## src/design/cslx_pkg.sv

```systemverilog
`timescale 1ns / 1ps
// ----------------------------------------------------------------------------
// cslx_pkg
// Shared types and constants of the C subset lexer: token kinds, the token
// record and the queue entry that carries the tokens caused by one text byte.
// ----------------------------------------------------------------------------
package cslx_pkg;

  localparam int DEF_MAX_TEXT_LEN  = 65536;
  localparam int DEF_MAX_TOKEN_LEN = 255;

  // Entries in the queue between scanner and output stage.
  localparam int QUEUE_DEPTH = 4;

  localparam logic [3:0] KIND_NUM    = 4'd0;
  localparam logic [3:0] KIND_IDENT  = 4'd1;
  localparam logic [3:0] KIND_LE     = 4'd2;
  localparam logic [3:0] KIND_GE     = 4'd3;
  localparam logic [3:0] KIND_EQ     = 4'd4;
  localparam logic [3:0] KIND_NE     = 4'd5;
  localparam logic [3:0] KIND_PUNCT  = 4'd6;
  localparam logic [3:0] KIND_IF     = 4'd7;
  localparam logic [3:0] KIND_FOR    = 4'd8;
  localparam logic [3:0] KIND_ELSE   = 4'd9;
  localparam logic [3:0] KIND_WHILE  = 4'd10;
  localparam logic [3:0] KIND_RETURN = 4'd11;
  localparam logic [3:0] KIND_END    = 4'd12;
  localparam logic [3:0] KIND_ERROR  = 4'd13;

  typedef struct packed {
    logic [3:0]  kind;
    logic [7:0]  punct;
    logic [15:0] start;
    logic [7:0]  len;
    logic [30:0] value;
  } token_t;

  // Tokens caused by one byte: a flushed pending token first, then a token
  // from scanning the byte afresh.
  typedef struct packed {
    logic   a_vld;
    token_t a_tok;
    logic   b_vld;
    token_t b_tok;
  } pair_t;

  typedef struct packed {
    logic full;
    logic empty;
  } q_stat_t;

endpackage

```

## src/design/cslx_front.sv

```systemverilog
`timescale 1ns / 1ps
// ----------------------------------------------------------------------------
// cslx_front
// Scanner: takes one text byte per cycle while the queue is not full, keeps
// the lexer state and forms the tokens that the byte completes.
// ----------------------------------------------------------------------------
module cslx_front #(
  parameter int MAX_TEXT_LEN  = cslx_pkg::DEF_MAX_TEXT_LEN,
  parameter int MAX_TOKEN_LEN = cslx_pkg::DEF_MAX_TOKEN_LEN
) (
  input  logic              clk,
  input  logic              rst_n,
  input  logic              in_valid,
  output logic              in_ready,
  input  logic [7:0]        in_char_byte,
  input  cslx_pkg::q_stat_t q_stat,
  output logic              push,
  output cslx_pkg::pair_t   push_entry
);

  localparam int POS_W = (MAX_TEXT_LEN > 2) ? $clog2(MAX_TEXT_LEN) : 1;
  localparam int CNT_W = $clog2(MAX_TOKEN_LEN + 1);
  localparam logic [POS_W-1:0] POS_LAST = POS_W'(MAX_TEXT_LEN - 1);
  localparam logic [CNT_W-1:0] CNT_MAX  = CNT_W'(MAX_TOKEN_LEN);
  localparam logic [CNT_W-1:0] CNT_ONE  = CNT_W'(1);
  localparam logic [CNT_W-1:0] PFX_KEEP = CNT_W'(6);
  localparam logic [30:0] NUM_MAX = 31'h7fff_ffff;

  localparam logic [1:0] MODE_IDLE = 2'd0;
  localparam logic [1:0] MODE_OP   = 2'd1;
  localparam logic [1:0] MODE_NUM  = 2'd2;
  localparam logic [1:0] MODE_WORD = 2'd3;

  localparam logic [47:0] KW_IF     = 48'h0000_0000_6966;
  localparam logic [47:0] KW_FOR    = 48'h0000_0066_6f72;
  localparam logic [47:0] KW_ELSE   = 48'h0000_656c_7365;
  localparam logic [47:0] KW_WHILE  = 48'h0077_6869_6c65;
  localparam logic [47:0] KW_RETURN = 48'h7265_7475_726e;

  logic [1:0]       mode_r, mode_nxt;
  logic [7:0]       held_r, held_nxt;
  logic [POS_W-1:0] start_r, start_nxt;
  logic [CNT_W-1:0] cnt_r, cnt_nxt;
  logic [30:0]      acc_r, acc_nxt;
  logic [47:0]      pfx_r, pfx_nxt;
  logic [POS_W-1:0] pos_r, pos_nxt;
  logic             halt_r, halt_nxt;

  logic [7:0]        c;
  logic              accept;
  logic              is_letter, is_digit, is_space, is_op, is_punct;
  logic [POS_W+15:0] start_pad, pos_pad;
  logic [CNT_W+7:0]  cnt_pad;
  logic [7:0]        cnt_len;
  logic [CNT_W-1:0]  cnt_bump;
  logic [34:0]       acc_wide;
  logic [30:0]       acc_step;
  logic [3:0]        word_kind;
  logic [3:0]        op_kind;
  cslx_pkg::pair_t   entry;

  assign c        = in_char_byte;
  assign in_ready = !q_stat.full;
  assign accept   = in_valid && in_ready;

  assign is_letter = (c >= "a" && c <= "z") || (c >= "A" && c <= "Z") || c == "_";
  assign is_digit  = c >= "0" && c <= "9";
  assign is_space  = c == " " || (c >= 8'd9 && c <= 8'd13);
  assign is_op     = c == "<" || c == ">" || c == "=" || c == "!";
  assign is_punct  = c == "+" || c == "-" || c == "*" || c == "/" || c == "(" ||
                     c == ")" || c == ";" || c == "{" || c == "}";

  assign start_pad = {16'b0, start_r};
  assign pos_pad   = {16'b0, pos_r};
  assign cnt_pad   = {8'b0, cnt_r};
  assign cnt_len   = (cnt_pad > (CNT_W + 8)'(255)) ? 8'd255 : cnt_pad[7:0];
  assign cnt_bump  = (cnt_r < CNT_MAX) ? cnt_r + CNT_ONE : cnt_r;

  // Times ten as two shifted copies, then the new digit.
  assign acc_wide = {1'b0, acc_r, 3'b0} + {3'b0, acc_r, 1'b0} + {31'b0, c[3:0]};
  assign acc_step = (acc_wide > {4'b0, NUM_MAX}) ? NUM_MAX : acc_wide[30:0];

  always_comb begin
    word_kind = cslx_pkg::KIND_IDENT;
    if      (cnt_r == CNT_W'(2) && pfx_r == KW_IF)     word_kind = cslx_pkg::KIND_IF;
    else if (cnt_r == CNT_W'(3) && pfx_r == KW_FOR)    word_kind = cslx_pkg::KIND_FOR;
    else if (cnt_r == CNT_W'(4) && pfx_r == KW_ELSE)   word_kind = cslx_pkg::KIND_ELSE;
    else if (cnt_r == CNT_W'(5) && pfx_r == KW_WHILE)  word_kind = cslx_pkg::KIND_WHILE;
    else if (cnt_r == CNT_W'(6) && pfx_r == KW_RETURN) word_kind = cslx_pkg::KIND_RETURN;
  end

  always_comb begin
    unique case (held_r)
      "<":     op_kind = cslx_pkg::KIND_LE;
      ">":     op_kind = cslx_pkg::KIND_GE;
      "=":     op_kind = cslx_pkg::KIND_EQ;
      default: op_kind = cslx_pkg::KIND_NE;
    endcase
  end

  always_comb begin
    logic fresh;
    mode_nxt  = mode_r;
    held_nxt  = held_r;
    start_nxt = start_r;
    cnt_nxt   = cnt_r;
    acc_nxt   = acc_r;
    pfx_nxt   = pfx_r;
    pos_nxt   = pos_r;
    halt_nxt  = halt_r;
    entry     = '0;
    fresh     = 1'b1;

    // A pending operator, number or word ends here or takes the byte.
    if (halt_r) begin
      fresh = 1'b0;
    end else begin
      unique case (mode_r)
        MODE_OP: begin
          entry.a_vld       = 1'b1;
          entry.a_tok.start = start_pad[15:0];
          entry.a_tok.len   = 8'd1;
          if (c == "=") begin
            entry.a_tok.kind = op_kind;
            entry.a_tok.len  = 8'd2;
            mode_nxt         = MODE_IDLE;
            fresh            = 1'b0;
          end else if (held_r == "!") begin
            entry.a_tok.kind = cslx_pkg::KIND_ERROR;
            halt_nxt         = 1'b1;
            mode_nxt         = MODE_IDLE;
            fresh            = 1'b0;
          end else begin
            entry.a_tok.kind  = cslx_pkg::KIND_PUNCT;
            entry.a_tok.punct = held_r;
          end
        end
        MODE_NUM: begin
          if (is_digit) begin
            acc_nxt = acc_step;
            cnt_nxt = cnt_bump;
            fresh   = 1'b0;
          end else begin
            entry.a_vld       = 1'b1;
            entry.a_tok.kind  = cslx_pkg::KIND_NUM;
            entry.a_tok.start = start_pad[15:0];
            entry.a_tok.len   = cnt_len;
            entry.a_tok.value = acc_r;
          end
        end
        MODE_WORD: begin
          if (is_letter || is_digit) begin
            if (cnt_r < PFX_KEEP) begin
              pfx_nxt = {pfx_r[39:0], c};
            end
            cnt_nxt = cnt_bump;
            fresh   = 1'b0;
          end else begin
            entry.a_vld       = 1'b1;
            entry.a_tok.kind  = word_kind;
            entry.a_tok.start = start_pad[15:0];
            entry.a_tok.len   = cnt_len;
          end
        end
        MODE_IDLE: begin
        end
      endcase
    end

    // Scan the byte as the start of something new.
    if (fresh) begin
      mode_nxt          = MODE_IDLE;
      entry.b_tok.start = pos_pad[15:0];
      entry.b_tok.len   = 8'd1;
      priority if (c == 8'd0) begin
        entry.b_vld      = 1'b1;
        entry.b_tok.kind = cslx_pkg::KIND_END;
        entry.b_tok.len  = 8'd0;
      end else if (is_space) begin
      end else if (is_op) begin
        mode_nxt  = MODE_OP;
        held_nxt  = c;
        start_nxt = pos_r;
      end else if (is_punct) begin
        entry.b_vld       = 1'b1;
        entry.b_tok.kind  = cslx_pkg::KIND_PUNCT;
        entry.b_tok.punct = c;
      end else if (is_letter) begin
        mode_nxt  = MODE_WORD;
        start_nxt = pos_r;
        cnt_nxt   = CNT_ONE;
        pfx_nxt   = {40'b0, c};
      end else if (is_digit) begin
        mode_nxt  = MODE_NUM;
        start_nxt = pos_r;
        cnt_nxt   = CNT_ONE;
        acc_nxt   = {27'b0, c[3:0]};
      end else begin
        entry.b_vld      = 1'b1;
        entry.b_tok.kind = cslx_pkg::KIND_ERROR;
        halt_nxt         = 1'b1;
      end
    end

    if (c == 8'd0) begin
      pos_nxt  = '0;
      halt_nxt = 1'b0;
      mode_nxt = MODE_IDLE;
    end else if (pos_r < POS_LAST) begin
      pos_nxt = pos_r + POS_W'(1);
    end
  end

  assign push       = accept && (entry.a_vld || entry.b_vld);
  assign push_entry = entry;

  always_ff @(posedge clk) begin
    if (!rst_n) begin
      mode_r  <= MODE_IDLE;
      held_r  <= '0;
      start_r <= '0;
      cnt_r   <= '0;
      acc_r   <= '0;
      pfx_r   <= '0;
      pos_r   <= '0;
      halt_r  <= 1'b0;
    end else if (accept) begin
      mode_r  <= mode_nxt;
      held_r  <= held_nxt;
      start_r <= start_nxt;
      cnt_r   <= cnt_nxt;
      acc_r   <= acc_nxt;
      pfx_r   <= pfx_nxt;
      pos_r   <= pos_nxt;
      halt_r  <= halt_nxt;
    end
  end

endmodule

```

## src/design/cslx_queue.sv

```systemverilog
`timescale 1ns / 1ps
// ----------------------------------------------------------------------------
// cslx_queue
// Small first-in first-out queue of token pairs between scanner and output.
// ----------------------------------------------------------------------------
module cslx_queue (
  input  logic              clk,
  input  logic              rst_n,
  input  logic              push,
  input  cslx_pkg::pair_t   push_entry,
  input  logic              pop,
  output cslx_pkg::pair_t   head,
  output cslx_pkg::q_stat_t q_stat
);

  localparam int DEPTH = cslx_pkg::QUEUE_DEPTH;
  localparam int PTR_W = $clog2(DEPTH);
  localparam int CNT_W = $clog2(DEPTH + 1);
  localparam logic [PTR_W-1:0] PTR_LAST = PTR_W'(DEPTH - 1);
  localparam logic [CNT_W-1:0] CNT_FULL = CNT_W'(DEPTH);

  cslx_pkg::pair_t  mem_r [DEPTH];
  logic [PTR_W-1:0] wr_ptr_r, wr_ptr_nxt;
  logic [PTR_W-1:0] rd_ptr_r, rd_ptr_nxt;
  logic [CNT_W-1:0] cnt_r, cnt_nxt;
  logic             do_push, do_pop;

  assign q_stat.full  = cnt_r == CNT_FULL;
  assign q_stat.empty = cnt_r == '0;
  assign do_push      = push && !q_stat.full;
  assign do_pop       = pop && !q_stat.empty;
  assign head         = mem_r[rd_ptr_r];

  always_comb begin
    wr_ptr_nxt = wr_ptr_r;
    rd_ptr_nxt = rd_ptr_r;
    cnt_nxt    = cnt_r;
    if (do_push) begin
      wr_ptr_nxt = (wr_ptr_r == PTR_LAST) ? '0 : wr_ptr_r + PTR_W'(1);
    end
    if (do_pop) begin
      rd_ptr_nxt = (rd_ptr_r == PTR_LAST) ? '0 : rd_ptr_r + PTR_W'(1);
    end
    if (do_push && !do_pop) begin
      cnt_nxt = cnt_r + CNT_W'(1);
    end else if (do_pop && !do_push) begin
      cnt_nxt = cnt_r - CNT_W'(1);
    end
  end

  always_ff @(posedge clk) begin
    if (!rst_n) begin
      wr_ptr_r <= '0;
      rd_ptr_r <= '0;
      cnt_r    <= '0;
    end else begin
      wr_ptr_r <= wr_ptr_nxt;
      rd_ptr_r <= rd_ptr_nxt;
      cnt_r    <= cnt_nxt;
    end
  end

  always_ff @(posedge clk) begin
    if (do_push) begin
      mem_r[wr_ptr_r] <= push_entry;
    end
  end

endmodule

```

## src/design/cslx_back.sv

```systemverilog
`timescale 1ns / 1ps
// ----------------------------------------------------------------------------
// cslx_back
// Output stage: holds one token pair and delivers its tokens one request at
// a time, marking the last token caused by each byte.
// ----------------------------------------------------------------------------
module cslx_back (
  input  logic              clk,
  input  logic              rst_n,
  input  cslx_pkg::pair_t   head,
  input  cslx_pkg::q_stat_t q_stat,
  output logic              pop,
  output logic              out_valid,
  input  logic              out_ready,
  output logic [3:0]        out_token_kind,
  output logic [7:0]        out_punct_char,
  output logic [15:0]       out_start_pos,
  output logic [7:0]        out_token_len,
  output logic [30:0]       out_num_value,
  output logic              out_last_of_run
);

  cslx_pkg::pair_t  cur_r, cur_nxt;
  logic             cur_vld_r, cur_vld_nxt;
  logic             on_b_r, on_b_nxt;
  cslx_pkg::token_t shown;
  logic             last, take, need_load;

  assign shown     = on_b_r ? cur_r.b_tok : cur_r.a_tok;
  assign last      = on_b_r || !cur_r.b_vld;
  assign out_valid = cur_vld_r;
  assign take      = out_valid && out_ready;
  assign need_load = !cur_vld_r || (take && last);
  assign pop       = need_load && !q_stat.empty;

  assign out_token_kind  = shown.kind;
  assign out_punct_char  = shown.punct;
  assign out_start_pos   = shown.start;
  assign out_token_len   = shown.len;
  assign out_num_value   = shown.value;
  assign out_last_of_run = last;

  always_comb begin
    cur_nxt     = cur_r;
    cur_vld_nxt = cur_vld_r;
    on_b_nxt    = on_b_r;
    if (pop) begin
      cur_nxt     = head;
      cur_vld_nxt = 1'b1;
      on_b_nxt    = !head.a_vld;
    end else if (need_load) begin
      cur_vld_nxt = 1'b0;
    end else if (take) begin
      on_b_nxt = 1'b1;
    end
  end

  always_ff @(posedge clk) begin
    if (!rst_n) begin
      cur_vld_r <= 1'b0;
      on_b_r    <= 1'b0;
    end else begin
      cur_vld_r <= cur_vld_nxt;
      on_b_r    <= on_b_nxt;
    end
  end

  always_ff @(posedge clk) begin
    cur_r <= cur_nxt;
  end

endmodule

```

## src/design/c_subset_lexer.sv

```systemverilog
`timescale 1ns / 1ps
// ----------------------------------------------------------------------------
// c_subset_lexer
// Byte-stream tokenizer for a small C subset, with a scanner front end, a
// token queue and an output stage.
// ----------------------------------------------------------------------------
// The lexer takes one text byte per clock cycle while in_ready is high and
// gives tokens on the out_ channel, one request per token. A byte causes zero,
// one or two tokens; out_last_of_run marks the last token of each byte. The
// scanner updates all lexer state in the cycle the byte is taken, so bytes
// follow back to back with no gap. The output stage delivers one token per
// cycle while out_ready is high, and a four-entry queue of token pairs sits
// between the two, so a stalled output does not stop the scanner until the
// queue fills. A byte's tokens pass through the queue and the output stage's
// pair register before they appear. A byte that yields two tokens (a number,
// word or operator ended by a punctuator, an error or the end of text) needs
// two output requests, so the sustained input rate equals one byte per cycle
// only while the text averages no more than one token per byte. Byte 0 ends
// the text, flushes any pending token and gives an end token; after an error
// token, bytes are dropped up to byte 0, which then gives no end token.
module c_subset_lexer #(
  parameter int MAX_TEXT_LEN  = cslx_pkg::DEF_MAX_TEXT_LEN,
  parameter int MAX_TOKEN_LEN = cslx_pkg::DEF_MAX_TOKEN_LEN
) (
  input  logic        clk,
  input  logic        rst_n,
  input  logic        in_valid,
  output logic        in_ready,
  input  logic [7:0]  in_char_byte,
  output logic        out_valid,
  input  logic        out_ready,
  output logic [3:0]  out_token_kind,
  output logic [7:0]  out_punct_char,
  output logic [15:0] out_start_pos,
  output logic [7:0]  out_token_len,
  output logic [30:0] out_num_value,
  output logic        out_last_of_run
);

  // Tokens of one byte travel together as a pair; the queue status tells
  // the scanner when to hold off and the output stage when it may load.
  cslx_pkg::pair_t   push_entry;
  cslx_pkg::pair_t   head;
  cslx_pkg::q_stat_t q_stat;
  logic              push;
  logic              pop;

  cslx_front #(
    .MAX_TEXT_LEN (MAX_TEXT_LEN),
    .MAX_TOKEN_LEN(MAX_TOKEN_LEN)
  ) u_front (
    .clk         (clk),
    .rst_n       (rst_n),
    .in_valid    (in_valid),
    .in_ready    (in_ready),
    .in_char_byte(in_char_byte),
    .q_stat      (q_stat),
    .push        (push),
    .push_entry  (push_entry)
  );

  cslx_queue u_queue (
    .clk       (clk),
    .rst_n     (rst_n),
    .push      (push),
    .push_entry(push_entry),
    .pop       (pop),
    .head      (head),
    .q_stat    (q_stat)
  );

  // The output stage holds the pair being delivered in its own register, so
  // out_ payload stays fixed while a request waits.
  cslx_back u_back (
    .clk            (clk),
    .rst_n          (rst_n),
    .head           (head),
    .q_stat         (q_stat),
    .pop            (pop),
    .out_valid      (out_valid),
    .out_ready      (out_ready),
    .out_token_kind (out_token_kind),
    .out_punct_char (out_punct_char),
    .out_start_pos  (out_start_pos),
    .out_token_len  (out_token_len),
    .out_num_value  (out_num_value),
    .out_last_of_run(out_last_of_run)
  );

endmodule
```

## config.mk

```make
export PLATFORM = sky130hd
export DESIGN_NAME = c_subset_lexer
export DESIGN_NICKNAME = d
export VERILOG_FILES = /design/src/design/cslx_pkg.sv /design/src/design/cslx_front.sv /design/src/design/cslx_queue.sv /design/src/design/cslx_back.sv /design/src/design/c_subset_lexer.sv
export SDC_FILE = /design/constraint.sdc
export NUM_CORES = 1
export LEC_CHECK = 0
export BUFFER_PORTS_ARGS = -buffer_cell sky130_fd_sc_hd__buf_2
export CORE_AREA = 4 4 190 229
export DETAILED_ROUTE_END_ITERATION = 7
export DIE_AREA = 0 0 194 233
export PLACE_DENSITY = 0.82
export SLEW_MARGIN = 25
export SYNTH_ARGS = -nofsm -noshare
export SYNTH_HDL_FRONTEND = slang
export SYNTH_SLANG_ARGS = --single-unit
```

## constraint.sdc

```tcl
create_clock -name clk -period 7.3 [get_ports clk]
set_input_delay 0.73 -clock clk [delete_from_list [all_inputs] [get_ports clk]]
set_output_delay 0.73 -clock clk [all_outputs]
set_load 0.1 [all_outputs]
```

# Yosys cells after proc, flatten, opt, wreduce, memory -nomap -nowiden
# Memories as Yosys holds them, arrays and structs flattened. A register that Yosys moved wholly into a read port is not among the register bits.
# Index checks and enable logic that the tools add are counted.
# W data, S select, Z words.
# op_classes
n_bitwise	2
n_reduce_logical	57
order_cmp	13
add_sub_neg	8
eq_ne	38
n_mux	112
# ops
cell	n
$mux W48	10
$mux W31	12
$mux W8	17
$eq A8 B6 Y1 const B	16
$mux W16	6
$pmux W24 S3	1
$mux W68	1
$mux W67	1
$mux W55	1
$eq A48 B15 Y1 const B	1
$eq A48 B23 Y1 const B	1
$eq A48 B31 Y1 const B	1
$eq A48 B39 Y1 const B	1
$eq A48 B47 Y1 const B	1
$mux W37	1
$add A34 B32 Y35	1
$add A35 B4 Y35	1
$gt A35 B31 Y1 const B	1
$mux W2	16
$mux W5	6
$mux W4	7
$mux W13	2
$eq A8 B3 Y1 const B	3
$eq A8 B7 Y1 const B	3
42 further kinds	119
# totals
n_memories	1
word_cells	255
regBits	274
in_bits	12
ramBits	420
output_inout_bits	70
# memory_table
memory	depth	width	rd	rd_ports_with_merged_regs	wr	line_no	source
u_queue.mem_r	4	105	1	1	1	cslx_queue.sv:22	cslx_pkg::pair_t mem_r [DEPTH];

# Longest topological paths before layout
# Gate-level depths: netlist (run 1).
# logic_depth
depth_word	21
ltp_mapped	15
ltp_nobuf	13

# Cells and area by module
# Synthesis (run 1) repeated with hierarchy kept, for this count alone.
# hier_totals
hier_cells	2091
hier_area_um2	34122.7
# by_module_without_submodules
mod	instances	cells_each	area_per_inst_um2	seq_area_each_um2
cslx_queue	1	761	20060.5	16515.8
cslx_front	1	1106	8982.4	2602.5
cslx_back	1	224	5079.9	4093.9

# Least setup slack after synthesis (run 1)
# OpenSTA, ideal clock, no wires.
# synth_path
kind	input to register
from	input port in_char_byte[3]
to	memory u_queue.mem_r[0][0] (netlist bit) (enable)
required_time_ns	6.833
arrival_time_ns	4.778
setup_ns	0.467
path_stages	9
path_slack_ns	2.055
path_cell_list	buf_2 or3_1 nor3_1 o41a_1 o211a_2 and3_1 nor2_1 nor2_2 and2_1
# synth_between
elab_chain_cells	19
elab_cells_between_ends	64
cone_classes	order compare (8); eq/ne (15); mux (18); reduce/logical (23)
# synth_lines
element	line_no	source
start: declaration	c_subset_lexer.sv:29	input logic [7:0] in_char_byte,
parallel branches: the longest is 14 deep, another holds $ge A8 B7 Y1	--	
$logic_or A1 B1 Y1 *	cslx_front.sv:214	assign push = accept && (entry.a_vld || entry.b_vld);
$logic_and A1 B1 Y1 *	cslx_front.sv:214	
$logic_and A1 B1 Y1 *	cslx_queue.sv:30	assign do_push = push && !q_stat.full;
named net u_queue.do_push	cslx_queue.sv:26	logic do_push, do_pop;
$mux W1 *	cslx_queue.sv:64	if (do_push) begin
$mux W1 (implied by the code) *	cslx_queue.sv:65	mem_r[wr_ptr_r] <= push_entry;
end: declaration	cslx_queue.sv:22	
# Mark *: on every way through the listed nets, which the timed path passes.

# Worst setup path in the final report (run 1)
# layout_path
from	input port in_char_byte[4]
to	memory u_queue.mem_r[0][40] (netlist bit) (enable)
# The elaborated chain is that of the path after synthesis.

==> results.md, run 1 <==
- Post_cts resized: 0
- Final Wtd Congestion: 0.946
- Reg2Reg Launch Point: u_front.mode_r[0]
- Hold_buf cts: 0
- # IOs: 82
- Total number of vias: 15800
- Die height: 233 um
- Clock transition at path regs: 0.07 ns
- Layout Nets: 1936
- Actual slew at the worst max-slew pin: 0.968 ns
- Max-slew headroom: 35.4%
- TritonCTS clock tree: built
- Reg2Reg Setup Slack: 3.47 ns
- Post-route cell area: 29300 um2
- Max Root-Sink Buffers: 3
- Seq cells post-synth: 625
- Async SR Flop Fraction: 0%
- GRT Total Usage: 26.1%
- Post-DP Area: 27400 um2
- Worst EP arrival: 4.52 ns
- Vias per std cell: 6.48
- Mean Syn Cell Area: 14.9 um2
- Layout Cells excl Fill: 2441
- Yosys warns: 0
- Row count: 82
- Max-cap viol count: 0
- Final-layout fill cell count: 2586
- Post-layout util: 70.6%
- Tcrit/Tclk final: 58.7%
- Vias in the first global route: 15900
- Worst VDD drop: 0.554 mV
- Status: finished clean
- CP Launch Type: input pin
- Final HPWL DP: 37200 um
- Endpoints failing hold: 0
- RSZ-0062 raised after global routing: false
- Routed length per placed instance: 24.4 um
- Worst-Skew Late Latency: 0.59 ns
- PD cells: 388 nW/um2
- Die width: 194 um
- GRT overflow: 0
- Fin crit period: 4.29 ns
- # setup viols final: 0
- Synth area leaders: edfxtp_1 55%, dfxtp_1 11%, mux4_2 8.2%, ha_1 3.4%, and2_1 2.0%
- Number of diodes: 0
- Drt drc: 0
- Mapped Area: 26500 um2
- Area delta synth->final: 10.5%
- Tot Pwr: 11.4 mW
- Share of the synthesized area in the top cell type: 54.9%
- Critical Path Fanout Max: 48
- Die ar.: 45200 um2
- Pre-Repair DR Iteration Count: 8
- Setup tns final: 0 ns
- Sink Count: 625
- Critical path class: input pin to register
- Share of layout cells above drive strength 1: 19.0%
- Root Buffer: clkbuf_16
- Cell taking the most area after synthesis: edfxtp_1
- Max Fclk: 233 MHz
- Worst min-delay path category: register to register
- HP Start: u_front.start_r[7]
- Most frequent cells in the layout: 484 x edfxtp_1, 138 x dfxtp_1, 97 x mux4_2, 88 x nor2_1, 85 x nand2_1
- Clk_skew: 0.0181 ns
- DRT Wirelength: 59500 um
- Worst path required time: 7.53 ns
- H-tree depth: 2
- First-pass GRT wire length: 92300 um
- Initial Utilization: 63.9%
- Largest net degree at the start of global routing: 81
- Post-CTS Setup Bufs: 0
- Remaining antenna violation count: 0
- Post-synth cell types: 90
- R2r worst-path depth: 7
- CTS Buf Count: 55
- Crit path from: in_char_byte[4]
- Number of synthesized flops with an enable pin: 484
- R2r endpoint: u_queue.mem_r[0][40]
- Antenna violations before repair: 4
- Crit end category: register
- Main synth FF type: edfxtp_1
- Pleak: 10.8 nW
- Critical path endpoint: u_queue.mem_r[0][40]
- PortBufs: 81
- Core Area: 41400 um2
- Initial DRC Count: 1557
- Most common cell after layout, fill and taps aside: edfxtp_1
- Synth Instances: 1774
- Max Slew Vio Count: 0
- Sequential area share after synthesis: 65.5%
- Post-Place Cells: 2338
-- worst min-delay path by stage --
stage | end | slack, ns | cells after the start
6_report | u_front.start_r[7] | 0.45 | 2
5_1_grt | u_front.start_r[12] | 0.48 | 2
4_1_cts | u_front.start_r[7] | 0.46 | 2
3_5_place_dp | u_front.start_r[7] | 0.45 | 2
3_3_place_gp | u_front.start_r[9] | 0.44 | 2
2_1_floorplan | u_front.start_r[0] | 0.43 | 2
-- worst max-delay path, stage by stage --
cell,delay [ns]
buf_2,0.24
and2_1,0.22
nor3b_1,0.38
o41a_1,0.37
o211a_2,0.48
and3_1,0.39
nor2_1,0.10
nor2_2,0.32
and2_4,0.74
buf_4,0.51
-- through the flow --
stage | setup WS, ns | hold slack (ns)
after floorplan | 2.06 | 0.431
after global placement | 2.64 | 0.439
after detailed placement | 2.54 | 0.446
after CTS | 3.10 | 0.456
after global routing | 2.71 | 0.482
final | 3.01 | 0.452
-- final cells by class --
type	instances	area (um2)	area share [%]
clock buffer	69	1520	5.20
sequential	625	17400	59.3
timing repair buffer	102	571	1.95
tap	546	683	2.33
multi-input combinational	1034	8660	29.6
inverter	31	119	0.406
clock inverter	34	343	1.17
-- flip-flops by register name, summed over array words and instances, names as in the netlist, 3 cells and up, named ones only --
| name | flops |
|---|---|
| u_front.start_r | 16 |
| u_front.pfx_r | 48 |
| u_front.acc_r | 31 |
| u_front.cnt_r | 8 |
| u_queue.mem_r | 388 |
| u_queue.cnt_r | 3 |
| u_back.cur_r | 96 |
| u_front.held_r | 8 |
| u_front.pos_r | 16 |
-- power breakdown --
part	leakage (nW)	internal, mW	total [mW]	switching (mW)
Combinational	3.71	0.843	3.77	2.92
Sequential	6.15	4.41	4.61	0.197
Clock	0.921	1.72	2.98	1.26
Total	10.8	6.98	11.4	4.38
-- layer usage --
metal	global-route usage, %	wire length, um
met5	0	46
met4	8.33	1960
met3	4.34	3810
met2	46.7	31500
met1	32.9	22200
-- cells by family after synthesis --
| kind of cell | count (synthesis) | synth area share [%] |
|---|---|---|
| buf+inv | 118 | 1.90 |
| mux | 137 | 9.90 |
| flops | 625 | 65.5 |
| simple gates | 499 | 10.1 |
| other cells | 1 | 0.0142 |
| compound gates | 282 | 7.64 |
| fa+ha+maj | 75 | 3.63 |
| xor+xnor | 37 | 1.25 |
-- Yosys cell counts, types with 21 or more instances --
cell and instances:
mux4_2 97, dfxtp_1 141, clkbuf_1 55, mux2_2 29
nor2b_1 43, and2_1 83, ha_1 72, inv_1 30
a22o_1 40, a221o_1 21, a21oi_1 67, o21ai_0 47
nand2_1 85, edfxtp_1 484, nand3_1 47, nor3_1 36
nor2_1 90, nand4_1 21
Power figures use the tool's default switching activity.
==> inputs of run 2 (changes only) <==
Settings changed: CORE_AREA 4 4 190 229 to 4 4 194 234, DIE_AREA 0 0 194 233 to 0 0 198 238, PLACE_DENSITY 0.82 to 0.79.
Clock period 7.3 ns to 4.1 ns, I/O delays scaled along.
==> run 2 against run 1 <==
  * Via count shrank 3.3%
  * Clock skew is 0.011 ns higher
  * Die area increased by 4.3%
  * First-iteration DRC count down 16%
  * Routed wire length fell by 6.1%
  * Sequential cell count unchanged
  * Largest power group unchanged
  * Highest routed layer unchanged
==> results.md, run 2 (synthesis results as in run 1) <==
- Max-cap viol count: 0 (unchanged)
- DRT Wirelength: 55800 um (-6.1%)
- Worst VDD drop: 0.889 mV (+61%)
- Post_cts resized: 0 (unchanged)
- Sink Count: 625 (unchanged)
- Remaining antenna violation count: 0 (unchanged)
- Reg with most FFs: u_queue.mem_r
- Status: finished clean
- Setup tns final: 0 ns (unchanged)
- Clk_skew: 0.0289 ns (+0.0109 ns)
- Most frequent cells in the layout: 484 x edfxtp_1, 138 x dfxtp_1, 97 x mux4_2, 89 x nor2_1, 85 x nand2_1
- Pleak: 10.8 nW (+0.51%)
- Final-layout fill cell count: 2887 (+12%)
- Initial DRC Count: 1311 (-16%)
- Vias in the first global route: 16000 (+0.67%)
- First-pass GRT wire length: 88300 um (-4.3%)
- Worst EP arrival: 4.12 ns (-0.40 ns)
- Critical Path Fanout Max: 22 (-54%)
- Die ar.: 47100 um2 (+4.3%)
- Final Wtd Congestion: 0.914 (-3.4%)
- Largest net degree at the start of global routing: 69 (-15%)
- R2r worst-path depth: 13 (+6)
- Area delta synth->final: 11.1%
- Actual slew at the worst max-slew pin: 0.964 ns (-0.00476 ns)
- Post-layout util: 68.0% (-2.6 points)
- Worst-Skew Late Latency: 0.60 ns (about the same)
- PD cells: 677 nW/um2 (+74%)
- Layout Nets: 1949 (+0.67%)
- Routed length per placed instance: 22.6 um (-7.2%)
- Reg2Reg Launch Point: u_front.acc_r[0]
- Reg2Reg Setup Slack: 0.45 ns (-3.02 ns)
- Worst min-delay path category: input pin to register
- Pre-Repair DR Iteration Count: 6 (-2)
- R2r endpoint: u_front.acc_r[8]
- Area of the multi-input gates: 8660 um2 (about the same)
- # IOs: 82 (unchanged)
- Max-slew headroom: 35.2% (-0.21 points)
- Crit end category: register
- Die height: 238 um (+2.1%)
- Post-DP Area: 27600 um2 (+0.93%)
- CTS Buf Count: 56 (+1.8%)
- GRT overflow: 0 (unchanged)
- Post-CTS Setup Bufs: 0 (unchanged)
- WHS: 0.166 ns (-0.286 ns)
- PortBufs: 81 (unchanged)
- GRT Total Usage: 23.7% (-2.4 points)
- Root Buffer: clkbuf_16
- Critical path endpoint: u_front.acc_r[8]
- Total number of vias: 15300 (-3.3%)
- Clock transition at path regs: 0.07 ns (about the same)
- Drt drc: 0 (unchanged)
- Endpoints failing hold: 0 (unchanged)
- Max Root-Sink Buffers: 3 (unchanged)
- Final HPWL DP: 35400 um (-4.8%)
- Fin crit period: 3.65 ns
- Core Area: 43300 um2 (+4.5%)
- Hold path depth: 3 (+1)
- Top flop regs: u_queue.mem_r: 388 flops, u_back.cur_r: 96 flops, u_front.pfx_r: 48 flops
- # setup viols final: 0 (unchanged)
- Max Slew Vio Count: 0 (unchanged)
- Crit path from: u_front.acc_r[0]
- Die width: 198 um (+2.1%)
- Initial Utilization: 61.2% (-2.7 points)
- Critical path class: register to register
- Worst path required time: 4.57 ns (-2.96 ns)
- Post-route cell area: 29400 um2 (+0.57%)
- Largest register FFs: 388 (unchanged)
- Row count: 84 (+2.4%)
- Share of layout cells above drive strength 1: 19.3% (+0.30 points)
- CP Launch Type: register
- Vias per std cell: 6.20 (-4.4%)
- H-tree depth: 2 (unchanged)
- Antenna violations before repair: 7 (+3)
- Tcrit/Tclk final: 89.0%
- RSZ-0062 raised after global routing: false
- Hold_buf cts: 0 (unchanged)
- Max Fclk: 274 MHz
- TritonCTS clock tree: built
- FF/Latch Area: 17400 um2 (unchanged)
- Most common cell after layout, fill and taps aside: edfxtp_1
run 2: through the flow:
stage / total power [mW] / instances / setup slack (ns)
global route: 20.6 / 2467 / 0.227
CTS: 20.1 / 2466 / 0.470
detailed placement: 15.0 / 2363 / 0.216
finish: 19.9 / 2469 / 0.451
floorplan: 13.8 / 1777 / 0.222
global placement: 14.9 / 2363 / 0.279
run 2: cell type report:
cell class	count	share of cell area [%]
flip-flops and latches	625	59.0
repair buffers	114	2.73
multi-input cells	1034	29.4
clock inverters	28	0.944
inverters	31	0.404
clock buffers	75	5.11
diodes	3	0.0255
well taps	559	2.38
run 2: metal layers:
| metal | global-route usage, % | share of wire [%] |
|---|---|---|
| met2 | 43.2 | 54 |
| met3 | 3.63 | 5.0 |
| met5 | 0 | 0.11 |
| met1 | 29.5 | 38 |
| met4 | 7.05 | 2.8 |
run 2: worst min path at each step:
stage                     endpoint                start  slack [ns]
3_5_place_dp   u_front.start_r[11]  u_front.start_r[11]        0.45
4_1_cts           u_back.out_valid            out_ready        0.14
3_3_place_gp   u_front.start_r[10]  u_front.start_r[10]        0.44
2_1_floorplan   u_front.start_r[0]   u_front.start_r[0]        0.43
5_1_grt           u_back.out_valid            out_ready        0.18
6_report          u_front.pfx_r[6]      in_char_byte[6]        0.17
run 2: power breakdown:
part	internal, mW	total (mW)	switching (mW)
Clock	2.84	5.09	2.25
Combinational	1.55	6.59	5.03
Sequential	7.84	8.25	0.406
run 2: critical path, cell delays in order (launching register included):
cell and delay, ns:
dfxtp_1 0.37, inv_1 0.09, fa_1 0.57, inv_1 0.06, ha_1 0.30, a211oi_1 0.35, o211ai_1 0.18, nand4_1 0.17
a31oi_2 0.15, a221o_1 0.42, xnor2_2 0.19, nand4b_4 0.11, and2_4 0.26, a221o_1 0.30
